$ cat src/rtl/cim_pkg.sv
package cim_pkg;

    localparam int FIELD_W = 32;
    localparam int VAL_W   = 48;
    localparam int NUM_W   = FIELD_W + 2;
    localparam int QUO_W   = FIELD_W + 1;

    localparam logic signed [VAL_W-1:0] VAL_MAX = {1'b0, {(VAL_W-1){1'b1}}};
    localparam logic signed [VAL_W-1:0] VAL_MIN = {1'b1, {(VAL_W-1){1'b0}}};

    localparam int HORNER_STEPS = 3;
    localparam int L_HORNER     = 4 * HORNER_STEPS;
    localparam int L_SQRT       = 2 + FIELD_W;
    localparam int L_DIV        = 2 + FIELD_W;

    typedef struct packed {
        logic signed [FIELD_W-1:0] coef_3;
        logic signed [FIELD_W-1:0] coef_2;
        logic signed [FIELD_W-1:0] coef_1;
        logic signed [FIELD_W-1:0] coef_0;
    } t_coefs;

    typedef struct packed {
        logic signed [VAL_W-1:0] value;
        logic                    sat;
    } t_eval;

endpackage

$ cat src/rtl/cim_div.sv
module cim_div #(
    parameter int FRAC_BITS = 16
) (
    input  logic                             i_clk,
    input  logic                             i_en,
    input  logic signed [cim_pkg::NUM_W-1:0] i_num,
    input  logic signed [cim_pkg::NUM_W-1:0] i_den,
    output logic signed [cim_pkg::QUO_W-1:0] o_quot,
    output logic                             o_ovf
);
    import cim_pkg::*;

    localparam int DW = NUM_W - 1;
    localparam int AW = DW + FRAC_BITS;
    localparam int CW = (AW > DW + FIELD_W) ? AW : DW + FIELD_W;

    logic [DW-1:0] w_nmag, w_dmag;
    logic [AW-1:0] w_a;
    logic [AW-1:0] r_a0;
    logic [DW-1:0] r_d0;
    logic          r_neg0, r_ov0;

    logic [AW-1:0]      b_rem [FIELD_W+1];
    logic [DW-1:0]      b_d   [FIELD_W+1];
    logic [FIELD_W-1:0] b_q   [FIELD_W+1];
    logic               b_neg [FIELD_W+1];
    logic               b_ov  [FIELD_W+1];

    logic signed [QUO_W-1:0] r_quot;
    logic                    r_ovf;

    always_comb begin
        w_nmag = i_num[NUM_W-1] ? DW'(-i_num) : DW'(i_num);
        w_dmag = i_den[NUM_W-1] ? DW'(-i_den) : DW'(i_den);
        w_a    = AW'(w_nmag) << FRAC_BITS;
    end

    // quotient of 2^32 or more cannot land in a 32 bit interval
    always_ff @(posedge i_clk) begin
        if (i_en) begin
            r_a0   <= w_a;
            r_d0   <= w_dmag;
            r_neg0 <= i_num[NUM_W-1] ^ i_den[NUM_W-1];
            r_ov0  <= CW'(w_a) >= (CW'(w_dmag) << FIELD_W);
        end
    end

    assign b_rem[0] = r_a0;
    assign b_d[0]   = r_d0;
    assign b_q[0]   = '0;
    assign b_neg[0] = r_neg0;
    assign b_ov[0]  = r_ov0;

    for (genvar i = 0; i < FIELD_W; i++) begin : g_step
        logic [AW-1:0]      r_rem;
        logic [DW-1:0]      r_d;
        logic [FIELD_W-1:0] r_q;
        logic               r_neg, r_ov;
        logic [CW-1:0]      w_ds;
        logic               w_ge;

        assign w_ds = CW'(b_d[i]) << (FIELD_W - 1 - i);
        assign w_ge = CW'(b_rem[i]) >= w_ds;

        always_ff @(posedge i_clk) begin
            if (i_en) begin
                r_rem <= w_ge ? AW'(CW'(b_rem[i]) - w_ds) : b_rem[i];
                r_q   <= {b_q[i][FIELD_W-2:0], w_ge};
                r_d   <= b_d[i];
                r_neg <= b_neg[i];
                r_ov  <= b_ov[i];
            end
        end

        assign b_rem[i+1] = r_rem;
        assign b_d[i+1]   = r_d;
        assign b_q[i+1]   = r_q;
        assign b_neg[i+1] = r_neg;
        assign b_ov[i+1]  = r_ov;
    end

    always_ff @(posedge i_clk) begin
        if (i_en) begin
            r_quot <= b_neg[FIELD_W] ? -QUO_W'(b_q[FIELD_W]) : QUO_W'(b_q[FIELD_W]);
            r_ovf  <= b_ov[FIELD_W];
        end
    end

    assign o_quot = r_quot;
    assign o_ovf  = r_ovf;
endmodule

$ cat config.mk
export PLATFORM = sky130hd
export DESIGN_NAME = cim_div
export DESIGN_NICKNAME = d
export VERILOG_FILES = /design/src/rtl/cim_pkg.sv /design/src/rtl/cim_div.sv
export SDC_FILE = /design/constraint.sdc
export NUM_CORES = 2
export LEC_CHECK = 0
export BUFFER_PORTS_ARGS = -buffer_cell sky130_fd_sc_hd__buf_2
export CAP_MARGIN = 5
export CORE_MARGIN = 4
export CORE_UTILIZATION = 55
export CTS_CLUSTER_DIAMETER = 200
export CTS_CLUSTER_SIZE = 14
export DETAILED_ROUTE_END_ITERATION = 8
export GPL_TIMING_DRIVEN = 1
export PLACE_DENSITY = 0.71
export SYNTH_ARGS = -nofsm -noshare
export SYNTH_HDL_FRONTEND = slang
export SYNTH_SLANG_ARGS = --single-unit
$ cat constraint.sdc
create_clock -name i_clk -period 10.13 [get_ports i_clk]
set_input_delay 1.013 -clock i_clk [delete_from_list [all_inputs] [get_ports i_clk]]
set_output_delay 1.013 -clock i_clk [all_outputs]
set_load 0.02 [all_outputs]
== After elaboration in Yosys (flattened, before gate mapping) ==
Cells that the tools add are included.

* Register bits: 3236
* Output and inout port bits: 34
* Logic and storage cells: 268
* Input port bits: 70

* Bitwise gates (word level): 1
* Add/sub/neg operators: 34
* Magnitude comparators: 33
* Multiplexer cells: 34

{| class="wikitable"
|+ Operators by type and width
! cell !! count
|-
| 49-bit two-way mux || 31
|-
| 49-bit subtractor || 16
|-
| 33-bit two-way mux || 2
|-
| 33-bit negator || 2
|-
| 49-bit by 65-bit greater-or-equal comparator with 1-bit output || 1
|-
| 49-bit by 64-bit greater-or-equal comparator with 1-bit output || 1
|-
| 49-bit by 63-bit greater-or-equal comparator with 1-bit output || 1
|-
| 49-bit by 62-bit greater-or-equal comparator with 1-bit output || 1
|-
| 49-bit by 61-bit greater-or-equal comparator with 1-bit output || 1
|-
| 49-bit by 60-bit greater-or-equal comparator with 1-bit output || 1
|-
| 49-bit by 59-bit greater-or-equal comparator with 1-bit output || 1
|-
| 49-bit by 58-bit greater-or-equal comparator with 1-bit output || 1
|-
| 49-bit by 57-bit greater-or-equal comparator with 1-bit output || 1
|-
| 49-bit by 56-bit greater-or-equal comparator with 1-bit output || 1
|-
| 49-bit by 55-bit greater-or-equal comparator with 1-bit output || 1
|-
| 49-bit by 54-bit greater-or-equal comparator with 1-bit output || 1
|-
| 49-bit by 53-bit greater-or-equal comparator with 1-bit output || 1
|-
| 49-bit by 52-bit greater-or-equal comparator with 1-bit output || 1
|-
| 49-bit by 51-bit greater-or-equal comparator with 1-bit output || 1
|-
| 49-bit by 50-bit greater-or-equal comparator with 1-bit output || 1
|-
| 49-bit by 33-bit greater-or-equal comparator with 1-bit output || 1
|-
| 49-bit by 34-bit greater-or-equal comparator with 1-bit output || 1
|-
| 49-bit by 35-bit greater-or-equal comparator with 1-bit output || 1
|-
| 49-bit by 36-bit greater-or-equal comparator with 1-bit output || 1
|-
| 31 further kinds || 31
|}

== Depth between registers and ports, before layout ==
* Depth in word-level cells: 3
* Gate-level depth with buffers: 18
* Depth with buffers taken out: 18

== Worst setup path after synthesis ==
OpenSTA, ideal clock, no wires.

* Kind: input-to-reg
* Start point: input i_num[5] in the netlist's numbering
* End point: register r_ov0, data pin
* Stages: 16
* Arrival: 4.406 ns
* Library setup time: 0.170 ns
* Required time: 9.960 ns
* Path buffers: 0
* Setup slack: 5.555 ns
* Cells stage by stage: or4_4 -> nor2_4 -> nand2_2 -> or4_4 -> or3_4 -> nand2b_1 -> o31ai_1 -> xnor2_1 -> ha_1 -> nand4_1 -> nor2_1 -> nand3_1 -> or4_1 -> nor4_1 -> a31oi_1 -> nor4_2

* Word-level cells in the longest chain between the ends: 3

{| class="wikitable"
|+ RTL lines
! what !! RTL line !! source
|-
| from (decl) || cim_div.sv:6 || <nowiki>input logic signed [cim_pkg::NUM_W-1:0] i_num,</nowiki>
|-
| 33-bit negator || cim_div.sv:33 || <nowiki>w_nmag = i_num[NUM_W-1] ? DW'(-i_num) : DW'(i_num);</nowiki>
|-
| 33-bit two-way mux || cim_div.sv:33 ||
|-
| via w_nmag[29] || cim_div.sv:17 || <nowiki>logic [DW-1:0] w_nmag, w_dmag;</nowiki>
|-
| 49-bit by 65-bit greater-or-equal comparator with 1-bit output || cim_div.sv:44 || <nowiki>r_ov0 <= CW'(w_a) >= (CW'(w_dmag) << FIELD_W);</nowiki>
|-
| to (signal assigned) || cim_div.sv:44 ||
|-
| to (decl) || cim_div.sv:21 || <nowiki>logic r_neg0, r_ov0;</nowiki>
|}

The timed path passes the listed nets, and every way through them passes these cells.
A chain may end at the register's enable or synchronous reset.

== Worst setup path after layout ==
* Start point: input i_num[3] in the netlist's numbering
* End point: register r_ov0, data pin

Same word-level chain as after synthesis.

==> metrics.txt <==
commonest non-fill, non-tap cells in the layout=2860 x edfxtp_1, 1219 x inv_1, 1080 x nand2_1, 969 x o21ai_0, 956 x ha_1; met3 layer usage reported by global route=2.500%; DR vias/cell=6.013; met2 usage in global routing=44.55%; Reg-to-Reg Start=g_step[5].r_d[1]; detailed-route DRC error count=0; Most used DFF post-synth=edfxtp_1; global-route wire length before repair=573.4 mm; hold depth=1; CP Launch Type=input port; unrepaired setup endpoints after global routing=false; VDD IR max=0.1699 mV; Final Critical Period=4571 ps; fin nets=14120; number of CTS-inserted buffers=226; Leak=63.13 nW; clock latency on the worst-skew pair=920 ps; Net Count, Synth=14020; Synth top area share=56.86%; r2r endpoint=g_step[6].r_rem[27]; syn_area_per_cell=11.65 sq um; Critical Path RT=10850 ps; DR WL/cell=22.64 microns; Die Y=532.0 microns; grt met1 use=33.68%; Fillers=22040; Netlist Area Pre-Place=151000 sq um; synth unique cells=115; Post-synth EDFFs=2860; Slew headroom=15.97%; Logic pwr share=34.3%; Worst Path Arrival=5300 ps; clock tree from TritonCTS=done; Hold Path Sink=r_a0[16]; Hold Crit Class=in -> reg; routability cong.=0.9977; drt pass-1 iters=6; async set-or-reset flop fraction in the synthesized netlist=0%; Clock Tree Root=clkbuf_16; crit-path max cell delay=530 ps; sw frac=35.10%; commonest non-fill, non-tap cell in the layout=edfxtp_1; Net Sw Power=13.35 mW; Pins Over Slew Limit=0; final hold violation count=0; R2R Setup Slk=5580 ps; share of cells above drive strength 1=6.088%; Sink Count=2860; total grt overflow=0; status=finished, final reports clean; footprint of the multi-input gates=59530 sq um; kind of critical path=in -> reg; internal power=24.69 mW; Seq/Total Area, Yosys=56.86%; Site Rows=192; post-route clock period utilization=45.13%; Cell Chain, Critical Path=buf_2 > or4_4 > nor2_4 > nand2_1 > or4_1 > nor3_1 > nand2_1 > o41ai_1 > xnor2_1 > ha_1 > nand4_1 > nor2_1 > nand3_1 > or4_1 > nor4_1 > a31oi_1 > nor4_2; sum of negative setup slack=0 ps; full die area=283100 sq um; Max clock buf depth=4; worst r2r path cells=11; worst slew pin tran=1261 ps; Synth Warn #=0; max cap viols=0; Final Util=59.04%; Critical Path End Type=flip-flop; P per Cell Area=235.7 nW/um^2; #FFs+latches synth=2860; DRT iter0 DRCs=8901; Post-DP HPWL=287.6 mm; die width=532.0 microns; Total GRT Usage=25.85%; H-tree lvl count=4; fmax=218.7 MHz; Starting Density=55.25%; Syn-to-layout area delta=6.861%; Synth area leader=edfxtp_1; IO Pins=104; Resize count post-CTS=0; final setup fails=0; DR vias=100200; vias in the first global route=97170; Reg area=85880 sq um; final wirelength=377.3 mm; hold buffer count at cts=0; core region area=273400 sq um; Seq pwr share=45.0%; Post-Syn Instances=12970; clk_skew=53.97 ps; antenna viol nets, final=0; largest net degree at the start of global routing=181; Reg clk slew, reported paths=70 ps; top cells by area, synth=edfxtp_1 57%, ha_1 7.9%, o21ai_0 3.2%, xnor2_1 3.2%, inv_1 3.0%; power share of the clock group=20.7%; initial antenna violation count=5; crit-path max FO=5; slowest CP cell=or4_4; Hold Crit Start=i_num[0]; gr busiest metal=met2; postcts setup bufs=0; Port Buffers=103
==> stage by stage <==
step	cell area, sq um	setup slack (ps)	hold slack [ps]	instances	total power [mW]
CTS	161400	5586	281.6	16660	38.15
global placement	155600	4718	400.7	16430	29.98
global route	161400	5230	320.6	16670	40.21
finish	161400	5559	348.3	16670	38.04
floorplan	151000	5555	400.3	12970	25.89
detailed placement	155600	4662	404.5	16430	30.17
==> flip-flops by register name (all words and copies together), names as in the netlist <==
name          count
g_step.r_d     1023
g_step.r_neg     32
r_a0             33
g_step.r_ov      32
g_step.r_q      528
o_ovf             1
o_quot           33
r_d0             33
r_neg0            1
g_step.r_rem   1143
r_ov0             1
==> metal layers <==
metal | part of all wire (%) | up-vias | wire length, microns
met1 | 42 | 48600 | 156700
met3 | 5.0 | 750 | 18790
met5 | 0.0053 | - | 20
met4 | 4.5 | 4 | 16860
li1 | - | 47750 | -
met2 | 49 | 3119 | 184900
==> worst max path at each step <==
stage | start | end | slack [ps] | cells after the start
6_report | i_num[3] | r_ov0 | 5560 | 17
2_1_floorplan | i_num[5] | r_ov0 | 5550 | 16
5_1_grt | i_num[3] | r_ov0 | 5230 | 17
3_5_place_dp | i_num[3] | r_ov0 | 4660 | 17
4_1_cts | i_num[3] | r_ov0 | 5590 | 17
3_3_place_gp | i_num[3] | r_ov0 | 4720 | 17
==> power groups by stage <==
stage,registers [mW],logic (mW),clock network [mW]
2_1_floorplan,16.4,9.48,0
3_3_place_gp,17.3,12.6,0
3_5_place_dp,17.3,12.8,0
4_1_cts,17.1,12.9,8.12
5_1_grt,17.2,14.4,8.58
6_report,17.1,13.0,7.88
==> cells in the mapped netlist, types with 198 or more instances <==
cell / number
nor2_1: 680
inv_1: 1219
edfxtp_1: 2860
ha_1: 956
nor3_1: 217
o21ai_0: 970
mux2_2: 228
a21o_1: 406
xor2_1: 393
clkbuf_1: 198
xnor2_1: 547
a21oi_1: 870
nand2_1: 1080
nand3_1: 206
==> area by class of cell <==
class,count,area share [%]
clock inverters,11,0.09070
well taps,3589,2.782
clock buffers,226,3.504
multi-input cells,8600,36.89
flip-flops and latches,2860,53.21
diodes,2,0.003101
inverters,1222,2.842
repair buffers,156,0.6837
==> worst max-delay path, delay by kind of cell <==
family	cells	cell delay (ps)
compound gates	2	630
simple gates	12	3040
xor+xnor	1	140
buf+inv	1	130
fa+ha+maj	1	320
==> cells by family (layout without fill, tap and decap cells) <==
group / Yosys count / count (layout) / synth area share (%)
AND/OR/NAND/NOR: 3168 / 3168 / 10.15
XOR/XNOR: 941 / 941 / 5.461
flip-flops: 2860 / 2860 / 56.86
buffers and inverters: 1505 / 1615 / 3.815
other: 0 / 2 / 0
multiplexers: 260 / 260 / 1.943
AO/OA/AOI/OAI: 3244 / 3244 / 13.45
adder cells (fa/ha/maj): 987 / 987 / 8.330
Power figures use the tool's default switching activity.
